File: config.mk
export PLATFORM = sky130hd
export DESIGN_NAME = rational_arith_reduce_unit
export DESIGN_NICKNAME = d
export VERILOG_FILES = /design/src/rtl/rar_pkg.sv /design/src/rtl/rational_arith_reduce_unit.sv /design/src/rtl/rar_front.sv /design/src/rtl/rar_queue.sv /design/src/rtl/rar_back.sv
export VERILOG_INCLUDE_DIRS = /design/src /design/src/rtl
export SDC_FILE = /design/constraint.sdc
export NUM_CORES = 2
export LEC_CHECK = 0
export BUFFER_PORTS_ARGS = -buffer_cell sky130_fd_sc_hd__buf_2
export CORE_UTILIZATION = 30
export CTS_CLUSTER_DIAMETER = 30
export CTS_CLUSTER_SIZE = 40
export DETAILED_ROUTE_END_ITERATION = 6
export PLACE_DENSITY = 0.44
export SYNTH_ARGS = -nofsm -noshare
export SYNTH_HDL_FRONTEND = slang
export SYNTH_SLANG_ARGS = --single-unit
export TNS_END_PERCENT = 10
File: constraint.sdc
create_clock -name clk -period 14.5 [get_ports clk]
set_clock_uncertainty 0.15 [all_clocks]
set_input_delay 2.9 -clock clk [delete_from_list [all_inputs] [get_ports clk]]
set_output_delay 2.9 -clock clk [all_outputs]
set_load 0.1 [all_outputs]
File: src/rtl/rational_arith_reduce_unit_macros.svh
// Assertion macros shared by the rational arithmetic unit.
// Depends on nothing; the including module supplies clk and rst_n.
`ifndef RATIONAL_ARITH_REDUCE_UNIT_MACROS_SVH
`define RATIONAL_ARITH_REDUCE_UNIT_MACROS_SVH

// Same-cycle implication, checked outside reset.
`define RAR_ASSERT_IMP(label, ante, cons, msg) \
  label: assert property (@(posedge clk) disable iff (!rst_n) (ante) |-> (cons)) \
    else $error(msg);

// Next-cycle implication, checked outside reset.
`define RAR_ASSERT_NXT(label, ante, cons, msg) \
  label: assert property (@(posedge clk) disable iff (!rst_n) (ante) |=> (cons)) \
    else $error(msg);

`endif

File: src/rtl/rar_pkg.sv
// Package for the rational arithmetic unit: widths, codes and the queue entry.
// Used by rar_front, rar_queue, rar_back and rational_arith_reduce_unit.
package rar_pkg;

  localparam int OPERAND_WIDTH = 16;
  localparam int NUM_W         = OPERAND_WIDTH;
  localparam int DEN_W         = OPERAND_WIDTH - 1;
  localparam int RES_NUM_W     = 32;
  localparam int RES_DEN_W     = 31;
  localparam int MAG_W         = 31;
  localparam int SHIFT_W       = $clog2(MAG_W);
  localparam int QDEPTH        = 2;
  localparam int QPTR_W        = $clog2(QDEPTH);
  localparam int IN_TDATA_W    = ((2 * NUM_W + 2 * DEN_W + 7) / 8) * 8;
  localparam int OUT_TDATA_W   = ((RES_NUM_W + RES_DEN_W + 7) / 8) * 8;

  typedef enum logic [1:0] {
    OP_ADD = 2'd0,
    OP_SUB = 2'd1,
    OP_MUL = 2'd2,
    OP_DIV = 2'd3
  } opcode_t;

  typedef enum logic [1:0] {
    ST_OK       = 2'd0,
    ST_ZERO_DEN = 2'd1,
    ST_DIV_ZERO = 2'd2
  } status_t;

  typedef enum logic [1:0] {
    B_IDLE,
    B_GCD,
    B_DIV,
    B_OUT
  } back_state_t;

  // Unreduced fraction handed from the front to the back.
  typedef struct packed {
    status_t                       status;
    logic signed [RES_NUM_W-1:0]   n;
    logic [RES_DEN_W-1:0]          d;
  } frac_t;

endpackage

File: src/rtl/rational_arith_reduce_unit.sv
// Path: front register, queue, back-end load, binary gcd (one halving or subtract step
// per cycle), division (one quotient bit per cycle), output state, result register;
// error and zero results skip gcd, division and the output state. The back end takes
// no new fraction until the last is delivered, while the front and a two-entry queue
// keep accepting; error and zero items go out one per cycle while out_tready is high.
// Reset: rst_n synchronous, active low, clears control state; no result is held.
module rational_arith_reduce_unit (
  input  logic                                  clk,
  input  logic                                  rst_n,
  input  logic                                  in_tvalid,
  output logic                                  in_tready,
  // [15:0] num_a, [30:16] den_a, [46:31] num_b, [61:47] den_b, [63:62] zero
  input  logic [rar_pkg::IN_TDATA_W-1:0]        in_tdata,
  // [1:0] opcode
  input  logic [1:0]                            in_tuser,
  output logic                                  out_tvalid,
  input  logic                                  out_tready,
  // [31:0] res_num, [62:32] res_den, [63] zero
  output logic [rar_pkg::OUT_TDATA_W-1:0]       out_tdata,
  // [1:0] status
  output logic [1:0]                            out_tuser
);

  localparam int NW = rar_pkg::NUM_W;
  localparam int DW = rar_pkg::DEN_W;

  logic                                   q_full;
  logic                                   q_empty;
  logic                                   push;
  logic                                   pop;
  rar_pkg::frac_t                         push_data;
  rar_pkg::frac_t                         q_head;
  logic signed [rar_pkg::RES_NUM_W-1:0]   res_num;
  logic [rar_pkg::RES_DEN_W-1:0]          res_den;
  rar_pkg::status_t                       status;

  rar_front u_front (
    .clk       (clk),
    .rst_n     (rst_n),
    .in_valid  (in_tvalid),
    .in_ready  (in_tready),
    .opcode    (rar_pkg::opcode_t'(in_tuser)),
    .num_a     ($signed(in_tdata[NW-1:0])),
    .den_a     (in_tdata[NW+DW-1:NW]),
    .num_b     ($signed(in_tdata[2*NW+DW-1:NW+DW])),
    .den_b     (in_tdata[2*NW+2*DW-1:2*NW+DW]),
    .q_full    (q_full),
    .push      (push),
    .push_data (push_data)
  );

  rar_queue u_queue (
    .clk       (clk),
    .rst_n     (rst_n),
    .push      (push),
    .push_data (push_data),
    .pop       (pop),
    .full      (q_full),
    .empty     (q_empty),
    .head      (q_head)
  );

  rar_back u_back (
    .clk       (clk),
    .rst_n     (rst_n),
    .q_empty   (q_empty),
    .q_head    (q_head),
    .pop       (pop),
    .out_valid (out_tvalid),
    .out_ready (out_tready),
    .res_num   (res_num),
    .res_den   (res_den),
    .status    (status)
  );

  // Pack the result.
  assign out_tdata = rar_pkg::OUT_TDATA_W'({res_den, res_num});
  assign out_tuser = status;

endmodule

File: src/rtl/rar_front.sv
// Front end: accepts a request, flags bad operands and cross-multiplies.
// Depends on rar_pkg; pushes one unreduced fraction per request into rar_queue.
module rar_front (
  input  logic                                 clk,
  input  logic                                 rst_n,
  input  logic                                 in_valid,
  output logic                                 in_ready,
  input  rar_pkg::opcode_t                     opcode,
  input  logic signed [rar_pkg::NUM_W-1:0]     num_a,
  input  logic [rar_pkg::DEN_W-1:0]            den_a,
  input  logic signed [rar_pkg::NUM_W-1:0]     num_b,
  input  logic [rar_pkg::DEN_W-1:0]            den_b,
  input  logic                                 q_full,
  output logic                                 push,
  output rar_pkg::frac_t                       push_data
);

  logic                                    s1_valid_r;
  rar_pkg::opcode_t                        op_r;
  rar_pkg::status_t                        status_r;
  logic                                    nb_neg_r;
  logic signed [rar_pkg::RES_NUM_W-1:0]    m1_r;
  logic signed [rar_pkg::RES_NUM_W-1:0]    m2_r;
  logic [rar_pkg::RES_DEN_W-1:0]           m3_r;

  logic signed [rar_pkg::NUM_W:0]          mb_a;
  logic signed [rar_pkg::NUM_W:0]          mb_b;
  logic signed [2*rar_pkg::NUM_W+1:0]      m2_full;
  logic signed [2*rar_pkg::NUM_W-1:0]      m1_full;
  logic [rar_pkg::NUM_W-1:0]               nb_abs;
  logic [rar_pkg::NUM_W-1:0]               m3_b;
  logic [rar_pkg::DEN_W+rar_pkg::NUM_W-1:0] m3_full;
  rar_pkg::status_t                        status_in;
  logic                                    accept;
  logic signed [rar_pkg::RES_NUM_W-1:0]    n_comb;

  assign in_ready = !s1_valid_r || !q_full;
  assign accept   = in_valid && in_ready;
  assign push     = s1_valid_r && !q_full;

  // Classify operands and form the three products.
  always_comb begin
    nb_abs = num_b[rar_pkg::NUM_W-1] ? rar_pkg::NUM_W'(-num_b) : num_b;
    if (opcode == rar_pkg::OP_MUL) begin
      mb_a = {num_a[rar_pkg::NUM_W-1], num_a};
      mb_b = {num_b[rar_pkg::NUM_W-1], num_b};
    end else begin
      mb_a = {num_b[rar_pkg::NUM_W-1], num_b};
      mb_b = $signed({2'b00, den_a});
    end
    m1_full = num_a * $signed({1'b0, den_b});
    m2_full = mb_a * mb_b;
    m3_b    = (opcode == rar_pkg::OP_DIV) ? nb_abs : {1'b0, den_b};
    m3_full = den_a * m3_b;
    if (den_a == '0 || den_b == '0) begin
      status_in = rar_pkg::ST_ZERO_DEN;
    end else if (opcode == rar_pkg::OP_DIV && num_b == '0) begin
      status_in = rar_pkg::ST_DIV_ZERO;
    end else begin
      status_in = rar_pkg::ST_OK;
    end
  end

  // Hold the stage-one valid flag.
  always_ff @(posedge clk) begin
    if (!rst_n) begin
      s1_valid_r <= 1'b0;
    end else if (accept) begin
      s1_valid_r <= 1'b1;
    end else if (push) begin
      s1_valid_r <= 1'b0;
    end
  end

  // Capture products of an accepted request.
  always_ff @(posedge clk) begin
    if (accept) begin
      op_r     <= opcode;
      status_r <= status_in;
      nb_neg_r <= num_b[rar_pkg::NUM_W-1];
      m1_r     <= rar_pkg::RES_NUM_W'(m1_full);
      m2_r     <= m2_full[rar_pkg::RES_NUM_W-1:0];
      m3_r     <= rar_pkg::RES_DEN_W'(m3_full);
    end
  end

  // Combine the cross products into the unreduced numerator.
  always_comb begin
    unique case (op_r)
      rar_pkg::OP_ADD: n_comb = m1_r + m2_r;
      rar_pkg::OP_SUB: n_comb = m1_r - m2_r;
      rar_pkg::OP_MUL: n_comb = m2_r;
      rar_pkg::OP_DIV: n_comb = nb_neg_r ? -m1_r : m1_r;
      default:         n_comb = m1_r;
    endcase
    push_data.status = status_r;
    push_data.n      = n_comb;
    push_data.d      = m3_r;
  end

endmodule

File: src/rtl/rar_queue.sv
// Two-entry queue between the front end and the reduction back end.
// Depends on rar_pkg for the entry type and depth.
`include "rational_arith_reduce_unit_macros.svh"
module rar_queue (
  input  logic            clk,
  input  logic            rst_n,
  input  logic            push,
  input  rar_pkg::frac_t  push_data,
  input  logic            pop,
  output logic            full,
  output logic            empty,
  output rar_pkg::frac_t  head
);

  rar_pkg::frac_t                 mem_r [rar_pkg::QDEPTH];
  logic [rar_pkg::QPTR_W-1:0]     wr_ptr_r;
  logic [rar_pkg::QPTR_W-1:0]     rd_ptr_r;
  logic [rar_pkg::QPTR_W:0]       count_r;

  assign full  = (count_r == (rar_pkg::QPTR_W+1)'(rar_pkg::QDEPTH));
  assign empty = (count_r == '0);
  assign head  = mem_r[rd_ptr_r];

  // Advance pointers and count.
  always_ff @(posedge clk) begin
    if (!rst_n) begin
      wr_ptr_r <= '0;
      rd_ptr_r <= '0;
      count_r  <= '0;
    end else begin
      if (push) begin
        wr_ptr_r <= wr_ptr_r + 1'b1;
      end
      if (pop) begin
        rd_ptr_r <= rd_ptr_r + 1'b1;
      end
      if (push && !pop) begin
        count_r <= count_r + 1'b1;
      end else if (pop && !push) begin
        count_r <= count_r - 1'b1;
      end
    end
  end

  // Store entries.
  always_ff @(posedge clk) begin
    if (push) begin
      mem_r[wr_ptr_r] <= push_data;
    end
  end

  `RAR_ASSERT_IMP(a_no_overflow, push, !full || pop, "queue push while full")
  `RAR_ASSERT_IMP(a_no_underflow, pop, !empty, "queue pop while empty")
  `RAR_ASSERT_NXT(a_count_range, 1'b1, count_r <= (rar_pkg::QPTR_W+1)'(rar_pkg::QDEPTH),
                  "queue count out of range")

endmodule

File: src/rtl/rar_back.sv
// Back end: binary gcd, two-lane restoring division by the gcd, result register.
// Depends on rar_pkg; pops unreduced fractions from rar_queue.
`include "rational_arith_reduce_unit_macros.svh"
module rar_back (
  input  logic                                   clk,
  input  logic                                   rst_n,
  input  logic                                   q_empty,
  input  rar_pkg::frac_t                         q_head,
  output logic                                   pop,
  output logic                                   out_valid,
  input  logic                                   out_ready,
  output logic signed [rar_pkg::RES_NUM_W-1:0]   res_num,
  output logic [rar_pkg::RES_DEN_W-1:0]          res_den,
  output rar_pkg::status_t                       status
);

  localparam int W = rar_pkg::MAG_W;

  rar_pkg::back_state_t                   state_r, state_nxt;
  logic [W-1:0]                           u_r, u_nxt;
  logic [W-1:0]                           v_r, v_nxt;
  logic [rar_pkg::SHIFT_W-1:0]            k_r, k_nxt;
  logic [W-1:0]                           g_r, g_nxt;
  logic                                   neg_r, neg_nxt;
  logic [W-1:0]                           rem_m_r, rem_m_nxt;
  logic [W-1:0]                           rem_d_r, rem_d_nxt;
  logic [W-1:0]                           q_m_r, q_m_nxt;
  logic [W-1:0]                           q_d_r, q_d_nxt;
  logic [rar_pkg::SHIFT_W-1:0]            cnt_r, cnt_nxt;
  logic                                   out_valid_r, out_valid_nxt;
  logic signed [rar_pkg::RES_NUM_W-1:0]   res_num_r, res_num_nxt;
  logic [rar_pkg::RES_DEN_W-1:0]          res_den_r, res_den_nxt;
  rar_pkg::status_t                       status_r, status_nxt;

  logic                                   out_free;
  logic [W-1:0]                           head_mag;
  logic [W:0]                             sh_m, sh_d;
  logic [W+1:0]                           tr_m, tr_d;
  logic [W-1:0]                           diff_uv, diff_vu;

  assign out_valid = out_valid_r;
  assign res_num   = res_num_r;
  assign res_den   = res_den_r;
  assign status    = status_r;
  assign out_free  = !out_valid_r || out_ready;

  // Datapath helpers: magnitude of the head, subtractions, division trial.
  always_comb begin
    head_mag = q_head.n[rar_pkg::RES_NUM_W-1] ? W'(-q_head.n) : W'(q_head.n);
    diff_uv  = u_r - v_r;
    diff_vu  = v_r - u_r;
    sh_m     = {rem_m_r, q_m_r[W-1]};
    sh_d     = {rem_d_r, q_d_r[W-1]};
    tr_m     = {1'b0, sh_m} - {2'b00, g_r};
    tr_d     = {1'b0, sh_d} - {2'b00, g_r};
  end

  // Sequence one fraction: load, gcd, divide, deliver.
  always_comb begin
    state_nxt     = state_r;
    u_nxt         = u_r;
    v_nxt         = v_r;
    k_nxt         = k_r;
    g_nxt         = g_r;
    neg_nxt       = neg_r;
    rem_m_nxt     = rem_m_r;
    rem_d_nxt     = rem_d_r;
    q_m_nxt       = q_m_r;
    q_d_nxt       = q_d_r;
    cnt_nxt       = cnt_r;
    out_valid_nxt = out_valid_r && !out_ready;
    res_num_nxt   = res_num_r;
    res_den_nxt   = res_den_r;
    status_nxt    = status_r;
    pop           = 1'b0;
    unique case (state_r)
      rar_pkg::B_IDLE: begin
        if (!q_empty) begin
          if (q_head.status != rar_pkg::ST_OK) begin
            // Error: zero result with the error status.
            if (out_free) begin
              pop           = 1'b1;
              out_valid_nxt = 1'b1;
              res_num_nxt   = '0;
              res_den_nxt   = '0;
              status_nxt    = q_head.status;
            end
          end else if (q_head.n == '0) begin
            // Zero numerator reduces to zero over one.
            if (out_free) begin
              pop           = 1'b1;
              out_valid_nxt = 1'b1;
              res_num_nxt   = '0;
              res_den_nxt   = rar_pkg::RES_DEN_W'(1);
              status_nxt    = rar_pkg::ST_OK;
            end
          end else begin
            pop       = 1'b1;
            u_nxt     = head_mag;
            v_nxt     = q_head.d;
            k_nxt     = '0;
            neg_nxt   = q_head.n[rar_pkg::RES_NUM_W-1];
            q_m_nxt   = head_mag;
            q_d_nxt   = q_head.d;
            state_nxt = rar_pkg::B_GCD;
          end
        end
      end
      rar_pkg::B_GCD: begin
        if (u_r == v_r) begin
          g_nxt     = W'(u_r << k_r);
          rem_m_nxt = '0;
          rem_d_nxt = '0;
          cnt_nxt   = '0;
          state_nxt = rar_pkg::B_DIV;
        end else if (!u_r[0] && !v_r[0]) begin
          u_nxt = u_r >> 1;
          v_nxt = v_r >> 1;
          k_nxt = k_r + 1'b1;
        end else if (!u_r[0]) begin
          u_nxt = u_r >> 1;
        end else if (!v_r[0]) begin
          v_nxt = v_r >> 1;
        end else if (u_r > v_r) begin
          u_nxt = diff_uv >> 1;
        end else begin
          v_nxt = diff_vu >> 1;
        end
      end
      rar_pkg::B_DIV: begin
        // One quotient bit per lane per cycle.
        rem_m_nxt = tr_m[W+1] ? sh_m[W-1:0] : tr_m[W-1:0];
        rem_d_nxt = tr_d[W+1] ? sh_d[W-1:0] : tr_d[W-1:0];
        q_m_nxt   = {q_m_r[W-2:0], !tr_m[W+1]};
        q_d_nxt   = {q_d_r[W-2:0], !tr_d[W+1]};
        cnt_nxt   = cnt_r + 1'b1;
        if (cnt_r == rar_pkg::SHIFT_W'(W - 1)) begin
          state_nxt = rar_pkg::B_OUT;
        end
      end
      rar_pkg::B_OUT: begin
        if (out_free) begin
          out_valid_nxt = 1'b1;
          res_num_nxt   = neg_r ? -$signed({1'b0, q_m_r}) : $signed({1'b0, q_m_r});
          res_den_nxt   = q_d_r;
          status_nxt    = rar_pkg::ST_OK;
          state_nxt     = rar_pkg::B_IDLE;
        end
      end
      default: state_nxt = rar_pkg::B_IDLE;
    endcase
  end

  // Control registers.
  always_ff @(posedge clk) begin
    if (!rst_n) begin
      state_r     <= rar_pkg::B_IDLE;
      out_valid_r <= 1'b0;
    end else begin
      state_r     <= state_nxt;
      out_valid_r <= out_valid_nxt;
    end
  end

  // Datapath registers.
  always_ff @(posedge clk) begin
    u_r       <= u_nxt;
    v_r       <= v_nxt;
    k_r       <= k_nxt;
    g_r       <= g_nxt;
    neg_r     <= neg_nxt;
    rem_m_r   <= rem_m_nxt;
    rem_d_r   <= rem_d_nxt;
    q_m_r     <= q_m_nxt;
    q_d_r     <= q_d_nxt;
    cnt_r     <= cnt_nxt;
    res_num_r <= res_num_nxt;
    res_den_r <= res_den_nxt;
    status_r  <= status_nxt;
  end

  `RAR_ASSERT_IMP(a_gcd_nonzero, state_r == rar_pkg::B_GCD, u_r != '0 && v_r != '0,
                  "gcd operand became zero")
  `RAR_ASSERT_IMP(a_ok_den_pos, out_valid_r && status_r == rar_pkg::ST_OK, res_den_r != '0,
                  "ok result with zero denominator")
  `RAR_ASSERT_IMP(a_err_zero, out_valid_r && status_r != rar_pkg::ST_OK,
                  res_num_r == '0 && res_den_r == '0, "error result not zero")
  `RAR_ASSERT_NXT(a_div_to_out,
                  state_r == rar_pkg::B_DIV && cnt_r == rar_pkg::SHIFT_W'(W - 1),
                  state_r == rar_pkg::B_OUT, "division did not finish on count")

endmodule
* Word level (Yosys, flattened, before mapping)
Memories as Yosys holds them, arrays and structs flattened. A register that Yosys moved wholly into a read port is not among the register bits. Cells that the tools add are included.
Word-level totals: memory bits (read-only) 0, memories kept 1, register bits 401, word-level logic and storage cells 211, input bits 70, output and inout bits 68, bits in latches 0, bits in writable memories 130
Cells by class: divide/modulo/power cells 0, eq/ne operators 26, $mul 3, bitwise gates (word level) 3, reduce and logical (&&, ||, !) cells 47, $lt $le $gt $ge 1, shifts and indexed selects 1, add/subtract/negate cells 16, multiplexer cells 86
Memories:
- u_queue.mem_r | words 2, bits a word 65, read ports 1, clocked after memory_dff 1, write ports 1, RTL line rar_queue.sv:15 | rar_pkg::frac_t mem_r [rar_pkg::QDEPTH];
Operator list (number):
- two-way mux 31 bit | 26
- one-hot mux 31 bit (2 select lines) | 7
- two-way mux 32 bit | 7
- one-hot mux 32 bit (4 select lines) | 1
- subtractor 32 x 31 -> 33 bit | 2
- one-hot mux 32 bit (2 select lines) | 1
- subtractor 31 bit | 2
- two-way mux 17 bit | 2
- adder 32 bit | 1
- logical NOT 32 bit | 1
- multiplier 16 x 16 -> 32 bit | 1
- multiplier 17 x 17 -> 32 bit | 1
- two-way mux 16 bit | 2
- negator 31 -> 32 bit | 1
- negator 32 bit | 1
- subtractor 32 bit | 1
- equality test 31 bit | 1
- > comparator 31 bit | 1
- multiplier 15 x 16 -> 31 bit | 1
- negator 31 bit | 1
- << shifter 31 x 5 -> 31 bit | 1
- logical NOT 15 bit | 2
- two-way mux 5 bit | 6
- two-way mux 2 bit | 14
- 30 further kinds | 99

* Logic depth before layout (Yosys ltp)
depth in word-level cells 10, depth in mapped cells 30, depth with buffers taken out 29

* By module
Synthesis repeated with hierarchy kept, for this count alone.
Second synthesis, totals: cells, all modules 6393, area total of the unflattened synthesis 61632.9 um^2
Modules (own cells, without submodules):
- rar_front | cells each 3876, instances 1, sequential area each 3022.9 um^2, area an instance 34867.2 um^2
- rar_back | cells each 2291, instances 1, sequential area each 8858.5 um^2, area an instance 21830.9 um^2
- rar_queue | cells each 224, instances 1, sequential area each 4003.8 um^2, area an instance 4923.5 um^2
- rational_arith_reduce_unit | cells each 2, instances 1, sequential area each 0.0 um^2, area an instance 11.3 um^2

* Least setup slack after synthesis
Ideal clock, no wire load.
path kind input to register, start input port in_tdata[34] (netlist name), end register u_front.m3_r[29] (netlist name), data pin, slack 4.384 ns, cell stages on the path 28, data arrival time 9.701 ns, required time 14.085 ns, library setup time 0.265 ns, buffers on the path 2, cell sequence clkbuf_1 -> or4_1 -> or3_1 -> o41ai_1 -> xor2_1 -> o21ai_0 -> clkbuf_1 -> and2_1 -> fa_1 -> inv_1 -> fa_1 -> inv_1 -> fa_1 -> fa_1 -> fa_1 -> inv_1 -> fa_1 -> inv_1 -> ha_1 -> a21o_1 -> a21o_1 -> a21oi_1 -> o21ai_0 -> a21oi_1 -> o211ai_1 -> nand2b_1 -> o21ai_0 -> xor2_1
Between the ends: cells in the longest elaborated chain, start to end 4
Ends and longest elaborated chain:
- start, declared | RTL line rational_arith_reduce_unit.sv:13 | input logic [rar_pkg::IN_TDATA_W-1:0] in_tdata,
- negator 16 bit | RTL line rar_front.sv:43 | nb_abs = num_b[rar_pkg::NUM_W-1] ? rar_pkg::NUM_W'(-num_b) : num_b;
- two-way mux 16 bit (*) | RTL line rar_front.sv:43
- two-way mux 16 bit (*) | RTL line rar_front.sv:53 | m3_b = (opcode == rar_pkg::OP_DIV) ? nb_abs : {1'b0, den_b};
- multiplier 15 x 16 -> 31 bit (*) | RTL line rar_front.sv:54 | m3_full = den_a * m3_b;
- net u_front.m3_full (one bit) | RTL line rar_front.sv:32 | logic [rar_pkg::DEN_W+rar_pkg::NUM_W-1:0] m3_full;
- end signal, assigned | RTL line rar_front.sv:83 | m3_r <= rar_pkg::RES_DEN_W'(m3_full);
- end, declared | RTL line rar_front.sv:24 | logic [rar_pkg::RES_DEN_W-1:0] m3_r;
The timed path passes the listed nets; every way through them passes the cells marked *. A chain may end at the register's enable or synchronous reset.

* Worst setup path in the final report
start input port in_tuser[1], end register u_front.m2_r[31] (netlist name), data pin
Between the ends: cells in the longest elaborated chain, start to end 3, elaborated cells on any way between the ends 4, those cells by class mul (1); eq/ne (1); mux (2)
Ends and longest elaborated chain:
- start, declared | RTL line rational_arith_reduce_unit.sv:15 | input logic [1:0] in_tuser,
- equality test 2 bit (*) | RTL line rar_front.sv:44 | if (opcode == rar_pkg::OP_MUL) begin
- two-way mux 17 bit | RTL line rar_front.sv:44
- multiplier 17 x 17 -> 32 bit (*) | RTL line rar_front.sv:52 | m2_full = mb_a * mb_b;
- net u_front.m2_full (one bit) | RTL line rar_front.sv:28 | logic signed [2*rar_pkg::NUM_W+1:0] m2_full;
- end signal, assigned | RTL line rar_front.sv:82 | m2_r <= m2_full[rar_pkg::RES_NUM_W-1:0];
- end, declared | RTL line rar_front.sv:23 | logic signed [rar_pkg::RES_NUM_W-1:0] m2_r;
Marks and branches as above.

==> results.md <==
- Max Clk Rate: 91.8 MHz
- Placed cell area: 0.0642 sq mm
- Category of the worst setup path capture point: flop
- I/O Buffers: 134
- Final setup violation count: 0
- Worst reg2reg path depth: 15
- Filler Cell Count: 20.6k
- Mapped cell area: 0.0607 sq mm
- Mean routed wirelength per cell: 19.5 um
- Post-synth top area share: 25.9%
- Die W: 452 um
- Cell Rows: 164
- Remaining antenna violation count: 0
- Class of the worst hold path: flop to flop
- Post-synthesis async set-or-reset flop share: 0%
- Reg2reg start: u_front.op_r[1]$_DFFE_PP_
- CP cell instances: buf_2, nor2b_4, buf_4, and2_1, clkinv_1, nor2_1, fa_1, fa_1, fa_1, inv_1, fa_1, inv_1, fa_1, fa_1, ha_1, o21a_1, a2111oi_0, nor3_1, a221oi_1, o2111ai_1, a31oi_1, o21ai_0, xnor2_1
- Mean instance size in the synthesized netlist: 9.45 sq um
- Final Hold Viols: 0
- Synth unique cells: 86
- Final number of max-transition violations: 0
- Data arrival time of the worst path: 11.21 ns
- Detailed-route via count: 44.7k
- Number of storage elements in the synthesis netlist: 532
- Sequential element share of the synthesized area: 26.2%
- Die Outline Area: 0.204 sq mm
- Number of buffers inserted by hold repair at cts: 0
- Endpoint of the lowest-slack register-to-register path: u_queue.mem_r[0][62]$_DFFE_PP_
- Number of clock sinks seen by CTS: 532
- Final TNS setup: 0 ns
- Startpoint of the lowest-slack hold path: u_front.m3_r[15]$_DFFE_PP_
- Most frequent cells after synthesis: sky130_fd_sc_hd__inv_1 (986), sky130_fd_sc_hd__nand2_1 (786), sky130_fd_sc_hd__fa_1 (706), sky130_fd_sc_hd__edfxtp_1 (523), sky130_fd_sc_hd__ha_1 (427)
- Maximum fanout along the worst path: 50
- Max-cap check violation count: 0
- Number of gates given a new drive strength after cts: 0
- Number of top-level pins: 138
- TritonCTS clock tree: yes
- Final non-filler cell area: 0.0690 sq mm
- CTS max path bufs: 3
- Starting utilization of the core area: 30.3%
- Crit path kind: input pin to flop
- Cell repeated most along the worst path: sky130_fd_sc_hd__fa_1
- Clock insertion delay at the later pin of the skew report: 0.75 ns
- Total grt overflow: 0
- HPWL after detailed placement: 141,000 um
- Total clock buffers created by CTS: 134
- Setup Buffers After CTS: 0
- Unrepaired setup endpoints after global routing: false
- Drt first-iter violations: 2,548
- Nets: 7,675
- Global-route wire length before repair: 281,000 um
- Prevailing post-synth register cell: sky130_fd_sc_hd__edfxtp_1
- R2r setup slk: 8.72 ns
- Via count of the first global-routing pass: 47.1k
- Iteration count of the initial detailed-routing pass: 7
- Clock-pin slew reported for the worst setup and hold paths after clock tree synthesis: 0.05 ns
- Height of the die: 452 um
- Layout area overhead: 13.7%
- Per-cell via count in the routed design: 4.83
- Cell taking the most area after synthesis: sky130_fd_sc_hd__edfxtp_1
- CP peak stage delay: 0.68 ns
- Overall global routing resource usage: 17.8%
- Count of flip-flops with a built-in enable after synthesis: 523
- Worst hold endpoint: u_queue.mem_r[0][15]$_DFFE_PP_
- Share of layout cells above drive strength 1: 8.04%
- Hold path depth: 0
- Pin count of the biggest net entering global routing: 70
- Final period demand of the worst path: 10.90 ns
- Largest cells by area after synthesis: sky130_fd_sc_hd__edfxtp_1 (26%), sky130_fd_sc_hd__fa_1 (23%), sky130_fd_sc_hd__ha_1 (8.8%)
- Final period util: 75.1%
- Count leader, synth: sky130_fd_sc_hd__inv_1
- Master of the slowest instance on the critical path: sky130_fd_sc_hd__and2_1
- Post-synth net total: 7,627
- Yosys synthesis warning count: 0
- CTS Root Buffer Type: sky130_fd_sc_hd__clkbuf_16
- Total wire length after detailed routing: 180,000 um
- Global placement routability congestion: 0.853
- Transition at the pin with the smallest max-transition slack: 1.11 ns
- Req. time, crit path: 14.81 ns
- Final Util: 34.4%
- Startpoint class of the critical path: input pin
- Relative slew slack: 23.6%
- Synthesized instance count: 6,424
- Max H-tree Level: 4
- Result of the run: finished clean
- Core footprint: 0.200 sq mm
- Antenna violations before repair: 18
- Number of design rule violations left after detail routing: 0
-- stage by stage --
stage / cells / setup WS, ns / hold WS, ns
global placement: 8992 / 2.90 / 0.277
finish: 9247 / 3.60 / 0.290
floorplan: 6424 / 4.38 / 0.271
CTS: 9238 / 3.66 / 0.287
detailed placement: 8992 / 2.86 / 0.282
global route: 9247 / 3.15 / 0.300
-- routing by layer --
| metal | wire length, um | vias up | part of all wire, % | GRT usage (%) |
|---|---|---|---|---|
| met1 | 81000 | 22300 | 45 | 23.2 |
| met2 | 86400 | 835 | 48 | 30.2 |
| met4 | 6550 | 6 | 3.6 | 6.63 |
| met5 | 42 | - | 0.023 | 0 |
| li1 | - | 21300 | - | - |
| met3 | 6270 | 259 | 3.5 | 2.08 |
-- worst max-delay path by stage --
stage                      start                         end  depth (start not counted)
finish               in_tuser[1]  u_front.m2_r[31]$_DFFE_PP_                         23
global route         in_tuser[1]  u_front.m2_r[31]$_DFFE_PP_                         23
CTS                  in_tuser[1]  u_front.m2_r[31]$_DFFE_PP_                         23
detailed placement   in_tuser[1]  u_front.m2_r[31]$_DFFE_PP_                         23
global placement     in_tuser[1]  u_front.m2_r[31]$_DFFE_PP_                         23
floorplan           in_tdata[34]  u_front.m3_r[29]$_DFFE_PP_                         28
-- flip-flops by register name (all words and copies together) (netlist names), 32 cells and up, named ones only --
name	cells
u_front.m2_r	32
u_front.m1_r	32
u_back.res_num	32
u_queue.mem_r	130
-- final cells by class --
class / count / area (sq um) / area share [%]
diodes: 9 / 22.5 / 0.0326
well taps: 2656 / 3320 / 4.81
clock inverters: 93 / 1270 / 1.83
multi-input cells: 4614 / 40100 / 58.1
clock buffers: 153 / 3520 / 5.10
inverters: 990 / 3720 / 5.39
repair buffers: 200 / 1170 / 1.69
flip-flops and latches: 532 / 15900 / 23.0
-- critical path, delay by kind of cell --
kind	cells	cell delay, ns
AOI/OAI and AO/OA	6	1.94
adders and majority gates	7	3.19
buffers and inverters	5	1.40
and+or+nand+nor	4	1.25
xor gates and xnor gates	1	0.49
-- placed cells by master, fill, tap and decap left out, drive strengths merged, types with 41 or more instances in the layout --
cell type,Yosys,layout
a21o,100,100
a21oi,334,334
and2,306,306
buf,41,200
clkbuf,247,153
clkinv,2,54
edfxtp,523,523
fa,706,706
ha,427,427
inv,988,998
mux2i,121,121
nand2,786,786
nand2b,48,48
nand3,79,79
nor2,375,375
nor3,57,57
o21a,41,41
o21ai,266,266
o21bai,42,42
o31ai,45,45
xnor2,196,196
xor2,158,158
-- cell families (layout without fill, tap and decap cells) --
logic type | count (synthesis) | in the layout | share of synthesized area (%)
AO/OA/AOI/OAI | 1105 | 1105 | 11.5
XOR/XNOR | 354 | 354 | 5.11
adder cells (fa/ha/maj) | 1133 | 1133 | 32.1
buffers and inverters | 1278 | 1436 | 7.95
flip-flops | 532 | 532 | 26.2
multiplexers | 168 | 168 | 3.02
other | 1 | 10 | 0.00618
AND/OR/NAND/NOR | 1853 | 1853 | 14.2
Power is not shown: default switching activity piles up to over one toggle a cycle in this logic, so the estimate is an artifact.
